**src/design/firc_pkg.sv**
```systemverilog
// ----------------------------------------------------------------------------
// firc_pkg
// Shared types and constants of the circular-buffer FIR filter.
// ----------------------------------------------------------------------------
package firc_pkg;

    localparam int TAPS_DEFAULT = 16;
    localparam int DATA_W       = 16;
    localparam int TAP_W        = 4;
    localparam int ACC_W        = 32;
    localparam int ACC_SHIFT    = 4;
    localparam int OUT_W        = ACC_W - ACC_SHIFT;
    localparam int S_TDATA_W    = 24;
    localparam int M_TDATA_W    = 32;

    typedef enum logic {
        OP_COEF   = 1'b0,
        OP_SAMPLE = 1'b1
    } op_t;

    typedef struct packed {
        logic clr;
        logic vld;
        logic last;
    } mac_ctl_t;

endpackage

```
**src/design/firc_mac.sv**
```systemverilog
// ----------------------------------------------------------------------------
// firc_mac
// Registered multiply followed by a wrapping 32-bit accumulate.
// ----------------------------------------------------------------------------
module firc_mac
    import firc_pkg::*;
(
    input  logic                     aclk,
    input  logic                     aresetn,
    input  mac_ctl_t                 ctl,
    input  logic signed [DATA_W-1:0] sample,
    input  logic signed [DATA_W-1:0] coef,
    output logic        [ACC_W-1:0]  acc,
    output logic                     done
);

    logic signed [2*DATA_W-1:0] prod_full;
    logic signed [ACC_W-1:0]    prod_reg;
    logic                       prod_vld_reg;
    logic                       prod_last_reg;
    logic        [ACC_W-1:0]    acc_reg;
    logic                       done_reg;

    // full-width signed product
    assign prod_full = sample * coef;

    always_ff @(posedge aclk) begin
        prod_reg <= ACC_W'(prod_full);
    end

    always_ff @(posedge aclk) begin
        if (!aresetn) begin
            prod_vld_reg  <= 1'b0;
            prod_last_reg <= 1'b0;
            done_reg      <= 1'b0;
        end else begin
            prod_vld_reg  <= ctl.vld;
            prod_last_reg <= ctl.last;
            done_reg      <= prod_vld_reg & prod_last_reg;
        end
    end

    // wraps modulo 2^32
    always_ff @(posedge aclk) begin
        if (ctl.clr) begin
            acc_reg <= '0;
        end else if (prod_vld_reg) begin
            acc_reg <= acc_reg + prod_reg;
        end
    end

    assign acc  = acc_reg;
    assign done = done_reg;

endmodule

```
**src/design/fir_filter_circular.sv**
```systemverilog
// ----------------------------------------------------------------------------
// fir_filter_circular
// Direct-form FIR filter with circular sample store and coefficient store,
// one shared multiply-accumulate stepping through the taps.
// ----------------------------------------------------------------------------
//  channel  dir  ports                      content
//  s_       in   tvalid tready tdata tuser  tuser: op, tdata: tap_index, value
//  m_       out  tvalid tready tdata        tdata: filtered
//
//  a coefficient write completes on acceptance; a sample is run through the
//  single mac with one read of each store per tap, and no new item is taken
//  until its result has been loaded into the output register
//  after reset a clearing pass zeroes every entry of both stores
//  a finished result waits in the output register while the next item is taken
// ----------------------------------------------------------------------------
module fir_filter_circular
    import firc_pkg::*;
#(
    parameter int TAPS = TAPS_DEFAULT
) (
    input  logic                 aclk,
    input  logic                 aresetn,
    input  logic                 s_tvalid,
    output logic                 s_tready,
    input  logic [S_TDATA_W-1:0] s_tdata,   // tap_index[3:0], value[19:4], zero
    input  logic                 s_tuser,   // op
    output logic                 m_tvalid,
    input  logic                 m_tready,
    output logic [M_TDATA_W-1:0] m_tdata    // filtered[27:0], zero
);

    localparam int PW = (TAPS > 1) ? $clog2(TAPS) : 1;
    localparam logic [PW-1:0] LAST_POS = PW'(TAPS - 1);

    typedef enum logic [4:0] {
        ST_CLEAR = 5'b00001,
        ST_IDLE  = 5'b00010,
        ST_MAC   = 5'b00100,
        ST_DRAIN = 5'b01000,
        ST_OUT   = 5'b10000
    } state_t;

    state_t state_reg, state_next;

    logic [PW-1:0]            clr_cnt_reg;
    logic [PW-1:0]            wpos_reg;
    logic [PW-1:0]            idx_reg;
    logic [PW-1:0]            k_reg;
    logic                     rd_vld_reg;
    logic                     rd_last_reg;
    logic                     m_tvalid_reg;
    logic [OUT_W-1:0]         filt_reg;

    logic signed [DATA_W-1:0] sample_mem [TAPS];
    logic signed [DATA_W-1:0] coef_mem   [TAPS];
    logic signed [DATA_W-1:0] sample_rd_reg;
    logic signed [DATA_W-1:0] coef_rd_reg;

    logic [TAP_W-1:0]         in_tap;
    logic signed [DATA_W-1:0] in_value;
    op_t                      in_op;
    logic                     accept;
    logic                     smp_acc;
    logic                     coef_we;
    logic                     smem_we;
    logic [PW-1:0]            smem_waddr;
    logic [PW-1:0]            cmem_waddr;
    logic signed [DATA_W-1:0] smem_wdata;
    logic signed [DATA_W-1:0] cmem_wdata;
    logic                     out_free;
    logic                     out_load;
    mac_ctl_t                 mac_ctl;
    logic [ACC_W-1:0]         mac_acc;
    logic                     mac_done;

    assign in_tap   = s_tdata[TAP_W-1:0];
    assign in_value = s_tdata[TAP_W +: DATA_W];
    assign in_op    = op_t'(s_tuser);

    assign s_tready = (state_reg == ST_IDLE);
    assign accept   = s_tvalid & s_tready;
    assign smp_acc  = accept & (in_op == OP_SAMPLE);
    assign coef_we  = accept & (in_op == OP_COEF) & (32'(in_tap) < TAPS);

    assign out_free = ~m_tvalid_reg | m_tready;
    assign out_load = (state_reg == ST_OUT) & out_free;

    // memory write ports: zeros during the clearing pass
    always_comb begin
        if (state_reg == ST_CLEAR) begin
            smem_we    = 1'b1;
            smem_waddr = clr_cnt_reg;
            smem_wdata = '0;
            cmem_waddr = clr_cnt_reg;
            cmem_wdata = '0;
        end else begin
            smem_we    = smp_acc;
            smem_waddr = wpos_reg;
            smem_wdata = in_value;
            cmem_waddr = PW'(in_tap);
            cmem_wdata = in_value;
        end
    end

    always_ff @(posedge aclk) begin
        if (smem_we) begin
            sample_mem[smem_waddr] <= smem_wdata;
        end
        sample_rd_reg <= sample_mem[idx_reg];
    end

    always_ff @(posedge aclk) begin
        if ((state_reg == ST_CLEAR) || coef_we) begin
            coef_mem[cmem_waddr] <= cmem_wdata;
        end
        coef_rd_reg <= coef_mem[k_reg];
    end

    always_comb begin
        state_next = state_reg;
        case (state_reg)
            ST_CLEAR: begin
                if (clr_cnt_reg == LAST_POS) begin
                    state_next = ST_IDLE;
                end
            end
            ST_IDLE: begin
                if (smp_acc) begin
                    state_next = ST_MAC;
                end
            end
            ST_MAC: begin
                if (k_reg == LAST_POS) begin
                    state_next = ST_DRAIN;
                end
            end
            ST_DRAIN: begin
                if (mac_done) begin
                    state_next = ST_OUT;
                end
            end
            ST_OUT: begin
                if (out_free) begin
                    state_next = ST_IDLE;
                end
            end
            default: state_next = ST_CLEAR;
        endcase
    end

    always_ff @(posedge aclk) begin
        if (!aresetn) begin
            state_reg    <= ST_CLEAR;
            clr_cnt_reg  <= '0;
            wpos_reg     <= '0;
            idx_reg      <= '0;
            k_reg        <= '0;
            rd_vld_reg   <= 1'b0;
            rd_last_reg  <= 1'b0;
            m_tvalid_reg <= 1'b0;
        end else begin
            state_reg   <= state_next;
            rd_vld_reg  <= (state_reg == ST_MAC);
            rd_last_reg <= (state_reg == ST_MAC) & (k_reg == LAST_POS);
            if (state_reg == ST_CLEAR) begin
                clr_cnt_reg <= clr_cnt_reg + 1'b1;
            end
            if (smp_acc) begin
                // newest sample first, walking backwards
                idx_reg  <= wpos_reg;
                k_reg    <= '0;
                wpos_reg <= (wpos_reg == LAST_POS) ? '0 : wpos_reg + 1'b1;
            end else if (state_reg == ST_MAC) begin
                idx_reg <= (idx_reg == '0) ? LAST_POS : idx_reg - 1'b1;
                k_reg   <= k_reg + 1'b1;
            end
            if (out_load) begin
                m_tvalid_reg <= 1'b1;
            end else if (m_tready) begin
                m_tvalid_reg <= 1'b0;
            end
        end
    end

    always_ff @(posedge aclk) begin
        if (out_load) begin
            filt_reg <= mac_acc[ACC_W-1:ACC_SHIFT];
        end
    end

    assign mac_ctl = '{clr: smp_acc, vld: rd_vld_reg, last: rd_last_reg};

    firc_mac u_mac (
        .aclk    (aclk),
        .aresetn (aresetn),
        .ctl     (mac_ctl),
        .sample  (sample_rd_reg),
        .coef    (coef_rd_reg),
        .acc     (mac_acc),
        .done    (mac_done)
    );

    assign m_tvalid = m_tvalid_reg;
    assign m_tdata  = {{(M_TDATA_W-OUT_W){1'b0}}, filt_reg};

endmodule
```
**config.mk**
```make
export PLATFORM = sky130hd
export DESIGN_NAME = fir_filter_circular
export DESIGN_NICKNAME = d
export VERILOG_FILES = /design/src/design/firc_pkg.sv /design/src/design/firc_mac.sv /design/src/design/fir_filter_circular.sv
export SDC_FILE = /design/constraint.sdc
export NUM_CORES = 1
export LEC_CHECK = 0
export BUFFER_PORTS_ARGS = -buffer_cell sky130_fd_sc_hd__buf_2
export CAP_MARGIN = 10
export CELL_PAD_IN_SITES_DETAIL_PLACEMENT = 0
export CELL_PAD_IN_SITES_GLOBAL_PLACEMENT = 1
export CORE_MARGIN = 2
export CORE_UTILIZATION = 49
export CTS_CLUSTER_DIAMETER = 150
export CTS_CLUSTER_SIZE = 28
export DETAILED_ROUTE_END_ITERATION = 12
export GPL_TIMING_DRIVEN = 0
export PLACE_DENSITY_LB_ADDON = 0.1
export SYNTH_ARGS = -nofsm -noshare
export SYNTH_HDL_FRONTEND = slang
export SYNTH_HIERARCHICAL = 1
export SYNTH_SLANG_ARGS = --single-unit
```
**constraint.sdc**
```tcl
create_clock -name aclk -period 6.19 [get_ports aclk]
set_input_delay 1.238 -clock aclk [delete_from_list [all_inputs] [get_ports aclk]]
set_output_delay 1.238 -clock aclk [all_outputs]
set_load 0.01 [all_outputs]
```
After elaboration in Yosys (flattened, before gate mapping). Memory sizes are Yosys's and may differ from the RTL's. A register that Yosys moved wholly into a read port is not among the register bits. Index checks and enable logic that the tools add are counted.

Register bits: 119. Bits in writable memories: 512. Word-level logic and storage cells: 71. Memories kept: 2.

Multiply operators: 1. Bitwise operators: 10. Reduce and logical (&&, ||, !) cells: 6. Mux-type cells: 20. Equal/unequal tests: 13. $add $sub $neg: 5.

Memory list: coef_mem (words 16, width 16, rd ports 1, clocked after memory_dff 1, write ports 1, RTL line fir_filter_circular.sv:55) `logic signed [DATA_W-1:0] coef_mem [TAPS];`; sample_mem (words 16, width 16, rd ports 1, clocked after memory_dff 1, write ports 1, RTL line fir_filter_circular.sv:54) `logic signed [DATA_W-1:0] sample_mem [TAPS];`.

Operator list (count): $add 32x32->32 (1); $mul 16x16->32 (1); $mux 5 (5); $pmux 5 s5 (1); $mux 4 (6); $mux 16 (1); $add 4x1->4 const B (3); $eq 4x4->1 const B (3); $mux 1 (7); $and 1x1->1 (6); $ne 2x1->1 const B (3); $eq 5x1->1 const B (1); $eq 5x2->1 const B (1); $eq 5x3->1 const B (1); $eq 5x4->1 const B (1); $eq 5x5->1 const B (1); $reduce_and 5->1 (1); $logic_not 4->1 (1); $ne 2x2->1 const B (2); $reduce_bool 2->1 (2); $sub 4x1->4 const B (1); $not 1->1 (3); $reduce_or 2->1 (1); $logic_or 1x1->1 (1); $or 1x1->1 (1).

Logic depth before layout (Yosys ltp). Gate-level depths: netlist of run 1.

Depth after elaboration: 6. Depth in mapped cells: 24. Gate-level depth less buffers: 22.

Modules after synthesis. The synthesis of run 1 kept the hierarchy.

By module, submodules not included: fir_filter_circular (sequential area each 17336.6 um^2, cells an instance 1061, area each 22496.6 um^2, instances 1); firc_mac (sequential area each 1341.3 um^2, cells an instance 1481, area each 13297.8 um^2, instances 1).

Worst setup path before layout of run 1. OpenSTA, ideal clock, no wires.

Path type: register -> register. From: reg sample_rd_reg[15] (read register of sample_mem). To: reg u_mac.prod_reg[30]. Stages on the path, launching flop included: 24. Slack: 0.256 ns. Library setup time: 0.072 ns. Arrival: 5.862 ns. Period minus slack after synthesis: 5.934 ns. Path buffers: 1. Data required time: 6.118 ns. Cells stage by stage: dfxtp_1 clkbuf_1 nand2_1 inv_1 fa_1 inv_1 fa_1 fa_1 inv_1 fa_1 fa_1 inv_1 fa_1 inv_1 ha_1 a21oi_1 nand3_1 a31oi_1 a21oi_1 o41ai_1 a31oi_1 a211o_1 a21oi_1 xnor2_1.

Longest elaborated chain between the ends: 1.

RTL lines: start, declared (RTL line fir_filter_circular.sv:56) `logic signed [DATA_W-1:0] sample_rd_reg;`; $mul 16x16->32 (RTL line firc_mac.sv:25) `assign prod_full = sample * coef;`; via u_mac.prod_full[30] (RTL line firc_mac.sv:17) `logic signed [2*DATA_W-1:0] prod_full;`; end signal, assigned (RTL line firc_mac.sv:28) `prod_reg <= ACC_W'(prod_full);`; end, declared (RTL line firc_mac.sv:18) `logic signed [ACC_W-1:0] prod_reg;`.

The timed path passes the listed nets, and every way through them passes these cells. A chain may end at the register's enable or synchronous reset.

Final worst setup path of run 1.
From: reg coef_rd_reg[12] (read register of coef_mem). To: reg u_mac.prod_reg[30].

Longest elaborated chain between the ends: 1.

RTL lines: start, declared (RTL line fir_filter_circular.sv:57) `logic signed [DATA_W-1:0] coef_rd_reg;`; $mul 16x16->32 (RTL line firc_mac.sv:25); via u_mac.prod_full[30] (RTL line firc_mac.sv:17).

The timed path passes the listed nets, and every way through them passes these cells.

==> metrics, run 1 <==
required time of the critical path 6.77 ns; register bit count reported by yosys 663; pin count of the biggest net entering global routing 33; multi-input logic area 15,700 sq um; largest registers coef_mem (256), sample_mem (256); post-synthesis compound-gate area fraction 4.42%; post-synthesis mux area share 10.1%; IO Port Bufs 54; crit path launch type register; CP Buf/Inv Count 6; hold_sp rd_last_reg; Row Count 99; Reg area 18,800 sq um; Area Growth Syn to Fin 10.0%; GR Overflow Total 0; Cell variety after synth 71; die area 75,200 sq um; worst path cell trace clkbuf_4 > nand2_1 > fa_1 > inv_1 > fa_1 > fa_1 > fa_1 > fa_1 > inv_1 > fa_1 > inv_1 > ha_4 > a21o_1 > a21o_1 > nand2_1 > inv_1 > o41ai_2 > buf_4 > a31oi_2 > a211o_1 > a21oi_2 > xnor2_1; initial antenna violation count 3; Synth Area in XOR/XNOR 1.57%; clock slew at the register clock pins of the worst setup and hold paths 0.11 ns; skew final 0.0241 ns; detailed-route wire length 81,400 um; CTS Root Cell clkbuf_16; first-pass GRT wire length 126,000 um; Worst path top cell family by delay adder cells; HP Class reg -> reg; core footprint 72,600 sq um; worst r2r src coef_rd_reg[12]; dpl ws -1.04 ns; Die X 274 um; CTS tree built; Skew-Pair Late Insertion Delay 0.65 ns; syn_area_per_cell 14.1 sq um; final worst slack 0.198 ns; Setup CP Type reg -> reg; WP data arrival 6.58 ns; largest family of logic cells by synthesized area adder cells; fmax 167 MHz; dpl hpwl 60,600 um; Slew @ Worst Pin 1.18 ns; gr usage total 22.2%; Main synth FF type edfxtp_1; final period utilization 96.8%; most common cell after layout, fill and taps aside edfxtp_1; Starting Density 49.3%; vias in the first global route 21,100; Pins Over Slew Limit 0; Finish-stage setup viols 0; num ports 63; H-tree lvl count 1; layout cell share with drive strength beyond 1 16.7%; Post-Synth Adder-Cell Area 18.8%; Layout Nets 3,087; crit path from coef_rd_reg[12]; gpl congestion 0.921; Fillers 6,102; Vias/cell 5.46; Final min period 5.99 ns; Starting DRT DRC Count 1,639; mapped cell area 35,800 sq um; Simple-Gate Fraction of Synth Area 8.07%; clock net sink count 663; worst-path fanout max 10; TritonCTS buffer count 27; outcome complete, no violations; Residual DRC 0; die height 274 um; EDFF count, synth 540; max cap viols 0; asr flop ratio synth 0%; CP endpoint kind register; commonest cells after routing, fill and taps aside 540 x edfxtp_1, 331 x inv_1, 257 x fa_1; final hold vios 0; Post-CTS Hold Fix Bufs 0; DRT Pass-1 Iters 6; antenna-violating nets left 0; Worst path max stage delay 0.55 ns; Wirelength per Cell 22.3 um; via count 20,000; Seq/Total Area, Yosys 52.2%; Syn Inst Count 2,542; relative slew slack 21.7%; Yosys warning count 6; most frequent CP cell fa_1; clock tree buffer depth 3; Sum Neg Setup Slack 0 ns; ANT cells 0; Slowest-stage cell, CP fa_1
==> cell usage after synthesis (all sizes together) (5+ instances only) <==
cell type | number | area (sq um)
edfxtp | 540 | 16200
inv | 334 | 1250
fa | 263 | 5270
nand2 | 176 | 661
and2 | 147 | 920
mux4 | 144 | 3240
dfxtp | 123 | 2460
ha | 117 | 1460
nor2 | 88 | 338
a21oi | 81 | 409
clkbuf | 77 | 289
xnor2 | 47 | 412
mux2i | 37 | 370
o21ai | 36 | 184
buf | 30 | 185
nor3 | 30 | 150
nor2b | 27 | 169
a211oi | 26 | 208
nand2b | 25 | 156
nand3 | 22 | 115
a21o | 18 | 135
xor2 | 17 | 149
nor3b | 14 | 105
a31oi | 13 | 87.6
nand4 | 12 | 75.1
o211ai | 12 | 90.1
a21boi | 8 | 60.1
o21bai | 7 | 52.6
and3 | 6 | 37.5
o21a | 6 | 45.0
or3 | 5 | 31.3
==> cells by family (layout without fill, tap and decap cells) <==
logic type	after synthesis	after routing
AO/OA/AOI/OAI	244	244
buffers and inverters	441	594
XOR/XNOR	64	64
AND/OR/NAND/NOR	567	567
flip-flops	663	663
adder cells (fa/ha/maj)	380	380
other	1	4
multiplexers	182	182
==> layer usage <==
metal,global-route usage [%],part of all wire (%),vias up
li1,-,-,9139
met1,30.6,44,10300
met2,38.0,49,438
met3,2.47,4.3,94
met4,5.61,2.7,0
met5,0,0,-
==> metrics by stage <==
step	utilization (%)	instance area, sq um	hold WS, ns	instances
2_1_floorplan	-	35800	0.406	2545
3_3_place_gp	51.4	37300	0.419	3558
3_5_place_dp	52.2	37900	0.424	3589
4_1_cts	53.7	39000	0.450	3642
5_1_grt	54.2	39400	0.466	3657
6_report	54.2	39400	0.446	3657
==> cell type report <==
type | instances | share of cell area, %
Multi-Input combinational cell | 1441 | 39.9
Clock buffer | 46 | 1.90
Sequential cell | 663 | 47.7
Inverter | 334 | 3.19
Clock inverter | 3 | 0.0858
Buffer | 103 | 1.55
Tap cell | 959 | 3.05
Timing Repair Buffer | 108 | 2.62
==> timing repair <==
action,4_1_cts,5_1_grt
resized for setup,106,86
endpoints found under the setup margin,11,6
pin swaps,3,13
setup buffers,6,7
==> worst paths after layout <==
path                                       endpoint  slack, ns  cells after the start
worst min-delay path            u_mac/prod_last_reg       0.45                      1
worst min register to register  u_mac/prod_last_reg       0.45                      1
worst max register to register   u_mac/prod_reg[30]       0.20                     22
worst max-delay path             u_mac/prod_reg[30]       0.20                     22
Power of run 1 is not shown: default switching activity piles up to over one toggle a cycle in this logic, so the estimate is an artifact.
==> run 2: changes to the inputs <==
--- a/config.mk
+++ b/config.mk
@@ -5,17 +5,19 @@
 export SDC_FILE = /design/constraint.sdc
 export NUM_CORES = 1
 export LEC_CHECK = 0
+export ABC_AREA = 1
 export BUFFER_PORTS_ARGS = -buffer_cell sky130_fd_sc_hd__buf_2
 export CAP_MARGIN = 10
 export CELL_PAD_IN_SITES_DETAIL_PLACEMENT = 0
 export CELL_PAD_IN_SITES_GLOBAL_PLACEMENT = 1
 export CORE_MARGIN = 2
-export CORE_UTILIZATION = 49
+export CORE_UTILIZATION = 46
 export CTS_CLUSTER_DIAMETER = 150
 export CTS_CLUSTER_SIZE = 28
 export DETAILED_ROUTE_END_ITERATION = 12
 export GPL_TIMING_DRIVEN = 0
 export PLACE_DENSITY_LB_ADDON = 0.1
+export SKIP_LAST_GASP = 1
 export SYNTH_ARGS = -nofsm -noshare
 export SYNTH_HDL_FRONTEND = slang
 export SYNTH_HIERARCHICAL = 1
==> run 2 against run 1 <==
- synthesized cell count grew 49%
- count of clock-buffer cells in the layout grew 2
- die area grew 12%
- global-route usage grew 3.2 points
- via count grew 32%
- flip-flop and latch count is the same
- register-to-register slack gained 0.15 ns
- non-clock buffer count grew 34
- first-iteration DRC count grew 30%
- fmax grew 2.6%
==> metrics, run 2 <==
Post-Layout Inst Area 41,100 sq um; Finish-stage setup viols 0; Final min period 5.84 ns; H-tree lvl count 1; most numerous cell in the Yosys netlist inv_1; GR Overflow Total 0; largest registers coef_mem (256), sample_mem (256); HP Class reg -> reg; DRT Pass-1 Iters 6; fmax 171 MHz; TritonCTS buffer count 27; top cells by count, synth 594 x inv_1, 572 x nand2_1, 557 x nor2_1; clock slew at the register clock pins of the worst setup and hold paths 0.11 ns; Pins Over Slew Limit 0; crit path from coef_rd_reg[14]; layout cell share with drive strength beyond 1 9.26%; Vias/cell 5.29; IO Port Bufs 54; mapped cell area 37,800 sq um; Skew-Pair Late Insertion Delay 0.66 ns; outcome complete, no violations; Slew @ Worst Pin 1.07 ns; Area Growth Syn to Fin 8.62%; vias in the first global route 26,200; dpl hpwl 80,400 um; Syn Inst Count 3,787; Layout Nets 4,297; antenna-violating nets left 0; Seq/Total Area, Yosys 49.4%; gpl congestion 0.892; final hold vios 0; Main synth FF type edfxtp_1; asr flop ratio synth 0%; EDFF count, synth 540; Starting Density 46.3%; Hold WS 0.423 ns; core footprint 81,700 sq um; placed cells 4,948; hold_sp rd_last_reg; syn_area_per_cell 9.98 sq um; Yosys warning count 6; most common cell after layout, fill and taps aside inv_1; final period utilization 94.3%; Starting DRT DRC Count 2,129; gr usage total 25.4%; Wirelength per Cell 21.6 um; Residual DRC 0; Non-Filler Instances 4,980; RSZ-0062 raised after global routing false; WP data arrival 6.40 ns; commonest cells after routing, fill and taps aside 594 x inv_1, 572 x nand2_1, 540 x edfxtp_1; initial antenna violation count 5; DP Area 40,200 sq um; Row Count 105; register bit count reported by yosys 663; die height 291 um; num ports 63; clock tree buffer depth 3; first-pass GRT wire length 162,000 um; cell taking the most area after synthesis edfxtp_1; Area contributors post-synth edfxtp_1 43%, fa_1 14%, dfxtp_1 6.5%, inv_1 5.9%, nand2_1 5.7%; detailed-route wire length 107,000 um; CTS tree built; post-synth top area share 42.9%; required time of the critical path 6.75 ns; skew final 0.0624 ns; Die X 291 um; max cap viols 0; crit path launch type register; clock net sink count 663; via count 26,300; worst r2r src coef_rd_reg[14]; CP endpoint kind register; relative slew slack 28.8%; pin count of the biggest net entering global routing 33; Setup CP Type reg -> reg; die area 84,500 sq um; Cell variety after synth 55; worst-path fanout max 10; CTS Root Cell clkbuf_16
## run 2: cell count changes in the layout (fill, tap and decap cells not counted), sizes merged, moves of 35 or more
| cell | change |
|---|---|
| nand2 | +422 |
| inv | +272 |
| xnor2 | -35 |
| and2 | -147 |
| o211ai | +64 |
| clkbuf | +43 |
| mux4 | -144 |
| o21ai | +278 |
| nand3 | +107 |
| nor2 | +484 |
## run 2: per-stage QoR
| stage | util (%) | setup slack, ns | setup TNS (ns) |
|---|---|---|---|
| final | 50.2 | 0.350 | 0 |
| after global routing | 50.2 | 0.00907 | 0 |
| after CTS | 50.2 | 0.00276 | 0 |
| after detailed placement | 49.2 | -0.515 | -4.56 |
| after global placement | 48.2 | -0.532 | -4.77 |
| after floorplan | - | 0.791 | 0 |
## run 2: path summary, 6_finish.rpt
path / endpoint / slack [ns] / cells past startpoint
min reg2reg: u_mac/prod_last_reg / 0.42 / 2
min: u_mac/prod_last_reg / 0.42 / 2
max reg2reg: u_mac/prod_reg[24] / 0.35 / 20
max: u_mac/prod_reg[24] / 0.35 / 20
## run 2: final cells by class
type / instances / area (sq um)
antenna: 1 / 2.50
fill: 7679 / 40700
sequential: 663 / 18700
inverter: 610 / 2290
buffer: 155 / 777
timing repair buffer: 90 / 886
tap: 1070 / 1340
clock buffer: 48 / 754
clock inverter: 2 / 28.8
multi-input combinational: 2341 / 16300
## run 2: cells by family (layout without fill, tap and decap cells)
logic type	after synthesis	after routing	share of synthesized area, %
AND/OR/NAND/NOR	1346	1346	14.6
flip-flops	663	663	49.4
XOR/XNOR	53	53	1.23
other	1	5	0.00992
AO/OA/AOI/OAI	548	548	8.52
adder cells (fa/ha/maj)	380	380	17.8
multiplexers	10	10	0.265
buffers and inverters	786	905	8.14
## run 2: timing repair
action,in CTS,in global routing
setup endpoints to repair,18,15
gates resized for setup,29,71
pin swaps,0,1
buffers inserted,0,2
hold buffers,0,0
## run 2: critical path: stages, from the launching register on
cell,delay (ns)
dfxtp_1,0.32
clkbuf_1,0.35
buf_2,0.37
nand2_1,0.16
inv_1,0.11
fa_1,0.43
fa_1,0.46
fa_1,0.53
fa_1,0.44
fa_1,0.49
inv_1,0.05
fa_1,0.54
inv_1,0.06
ha_1,0.38
nand2_1,0.12
inv_1,0.07
nand2_1,0.12
nor3_1,0.27
nand2_1,0.09
o211ai_1,0.21
xor2_1,0.24
## run 2: routing by layer
metal	wire [um]	share of wire (%)	track usage, %
met5	0	0	0
met2	51200	48	42.6
met4	2460	2.3	5.57
met3	6620	6.2	3.18
met1	47000	44	35.5
Power of run 2 is left out for the same reason.
==> run 3: changes to the inputs <==
--- a/config.mk
+++ b/config.mk
@@ -5,13 +5,12 @@
 export SDC_FILE = /design/constraint.sdc
 export NUM_CORES = 1
 export LEC_CHECK = 0
-export ABC_AREA = 1
 export BUFFER_PORTS_ARGS = -buffer_cell sky130_fd_sc_hd__buf_2
 export CAP_MARGIN = 10
 export CELL_PAD_IN_SITES_DETAIL_PLACEMENT = 0
 export CELL_PAD_IN_SITES_GLOBAL_PLACEMENT = 1
 export CORE_MARGIN = 2
-export CORE_UTILIZATION = 46
+export CORE_UTILIZATION = 49
 export CTS_CLUSTER_DIAMETER = 150
 export CTS_CLUSTER_SIZE = 28
 export DETAILED_ROUTE_END_ITERATION = 12
==> run 3 against run 2 <==
- register-to-register slack lost 0.15 ns
- via count shrank 24%
- sequential share of layout area grew 2.1 points
- final cell count shrank 27%
- clock skew shrank 0.034 ns
- final area shrank 4.1%
- count of clock-buffer cells in the layout shrank 2
- non-clock buffer count shrank 32
- critical path depth grew 2
- fmax shrank 2.5%
- critical path type unchanged
- critical endpoint is now u_mac/prod_reg[30]
- largest cell class unchanged
==> metrics, run 3 (same netlist as run 1, synthesis figures left out) <==
vias in the first global route 21,100; die area 75,200 sq um; outcome complete, no violations; Pins Over Slew Limit 0; Vias/cell 5.47; IO Port Bufs 54; placed cells 3,589; reg2reg setup slack 0.20 ns; WP data arrival 6.58 ns; WHS Endpoint u_mac/prod_last_reg; CTS Root Cell clkbuf_16; dpl hpwl 60,600 um; clock net sink count 663; Skew-Pair Late Insertion Delay 0.65 ns; H-tree lvl count 1; gr usage total 22.2%; Starting DRT DRC Count 1,638; ANT cells 0; first-pass GRT wire length 126,000 um; Finish-stage setup viols 0; r2r endpoint u_mac/prod_reg[30]; CTS tree built; HP Class reg -> reg; worst r2r src coef_rd_reg[12]; max cap viols 0; Setup CP Type reg -> reg; hold_sp rd_last_reg; Starting Density 49.3%; Layout Nets 3,089; initial antenna violation count 3; clock slew at the register clock pins of the worst setup and hold paths 0.11 ns; gpl congestion 0.921; Die X 274 um; worst-path fanout max 10; Non-Filler Instances 3,659; final hold vios 0; num ports 63; DRT Pass-1 Iters 5; final period utilization 96.8%; relative slew slack 25.0%; Row Count 99; Residual DRC 0; Slew @ Worst Pin 1.13 ns; detailed-route wire length 81,400 um; reg2reg path depth 22; core footprint 72,600 sq um; most common cell after layout, fill and taps aside edfxtp_1; antenna-violating nets left 0; pin count of the biggest net entering global routing 33; Wirelength per Cell 22.3 um; fmax 167 MHz; largest registers coef_mem (256), sample_mem (256); crit path launch type register; TritonCTS buffer count 27; Final min period 5.99 ns; die height 274 um; GR Overflow Total 0; required time of the critical path 6.78 ns; clock tree buffer depth 3; via count 20,000; commonest cells after routing, fill and taps aside 540 x edfxtp_1, 331 x inv_1, 256 x fa_1; skew final 0.0288 ns; worst hold stages 1; CP endpoint kind register; layout cell share with drive strength beyond 1 16.8%; Area Growth Syn to Fin 10.1%
run 3: cell count changes in the layout (fill, tap and decap cells not counted), sizes merged, moves of 44 or more:
cell,change
clkbuf,-44
mux4,+144
inv,-272
and2,+147
nand3,-107
nand2,-422
o21ai,-278
nor2,-484
o211ai,-64
run 3: critical path: stages, from the launching register on:
cell and delay, ns:
dfxtp_2 0.48, buf_4 0.25, nand2_1 0.09, fa_1 0.50, inv_1 0.06, fa_1 0.55, fa_1 0.42, fa_1 0.48
fa_1 0.49, inv_1 0.05, fa_1 0.47, inv_1 0.04, ha_2 0.30, a21o_1 0.23, a21o_1 0.20, nand2_1 0.08
inv_1 0.05, o41ai_2 0.26, buf_4 0.17, a31oi_2 0.12, a211o_1 0.34, a21oi_2 0.15, xnor2_1 0.12
run 3: cell type report:
cell class              count  area (sq um)
fillers                  6101         33200
clock inverters             3          33.8
inverters                 334          1260
repair buffers            110          1050
clock buffers              46           747
well taps                 959          1200
flip-flops and latches    663         18800
plain buffers             103           619
multi-input cells        1441         15700
run 3: worst max path at each step:
stage | to | startpoint | cells after the start | slack (ns)
floorplan | u_mac/prod_reg[30] | sample_rd_reg[15] | 23 | 0.26
global placement | u_mac/prod_reg[30] | sample_rd_reg[15] | 23 | -0.97
detailed placement | u_mac/prod_reg[30] | sample_rd_reg[15] | 23 | -1.04
CTS | u_mac/prod_reg[30] | coef_rd_reg[1] | 24 | -0.005
global route | u_mac/prod_reg[30] | sample_rd_reg[1] | 22 | -0.03
finish | u_mac/prod_reg[30] | coef_rd_reg[12] | 22 | 0.20
run 3: timing repair:
action / in CTS / in global routing
pin swaps: 3 / 14
setup buffers: 6 / 9
resized for setup: 105 / 94
setup endpoints to repair: 11 / 6
hold buffers: 0 / 0
cloned: 0 / 0
run 3: through the flow:
stage               utilization [%]  cell area [sq um]   TNS, ns  setup WS (ns)  hold slack [ns]
global placement               51.4              37300     -5.81         -0.971            0.419
finish                         54.3              39400         0          0.198            0.446
global route                   54.3              39400   -0.0342        -0.0340            0.466
detailed placement             52.2              37900     -6.51          -1.04            0.424
floorplan                         -              35800         0          0.256            0.406
CTS                            53.7              38900  -0.00521       -0.00521            0.450
run 3: routing by layer:
layer | wire (um) | part of all wire, % | GRT usage, % | up-vias
met5 | 0 | 0 | 0 | -
met4 | 2350 | 2.9 | 5.48 | 0
met3 | 3610 | 4.4 | 2.47 | 101
met2 | 39800 | 49 | 38.0 | 471
met1 | 35700 | 44 | 30.7 | 10300
li1 | - | - | - | 9143
Power of run 3 is left out for the same reason.
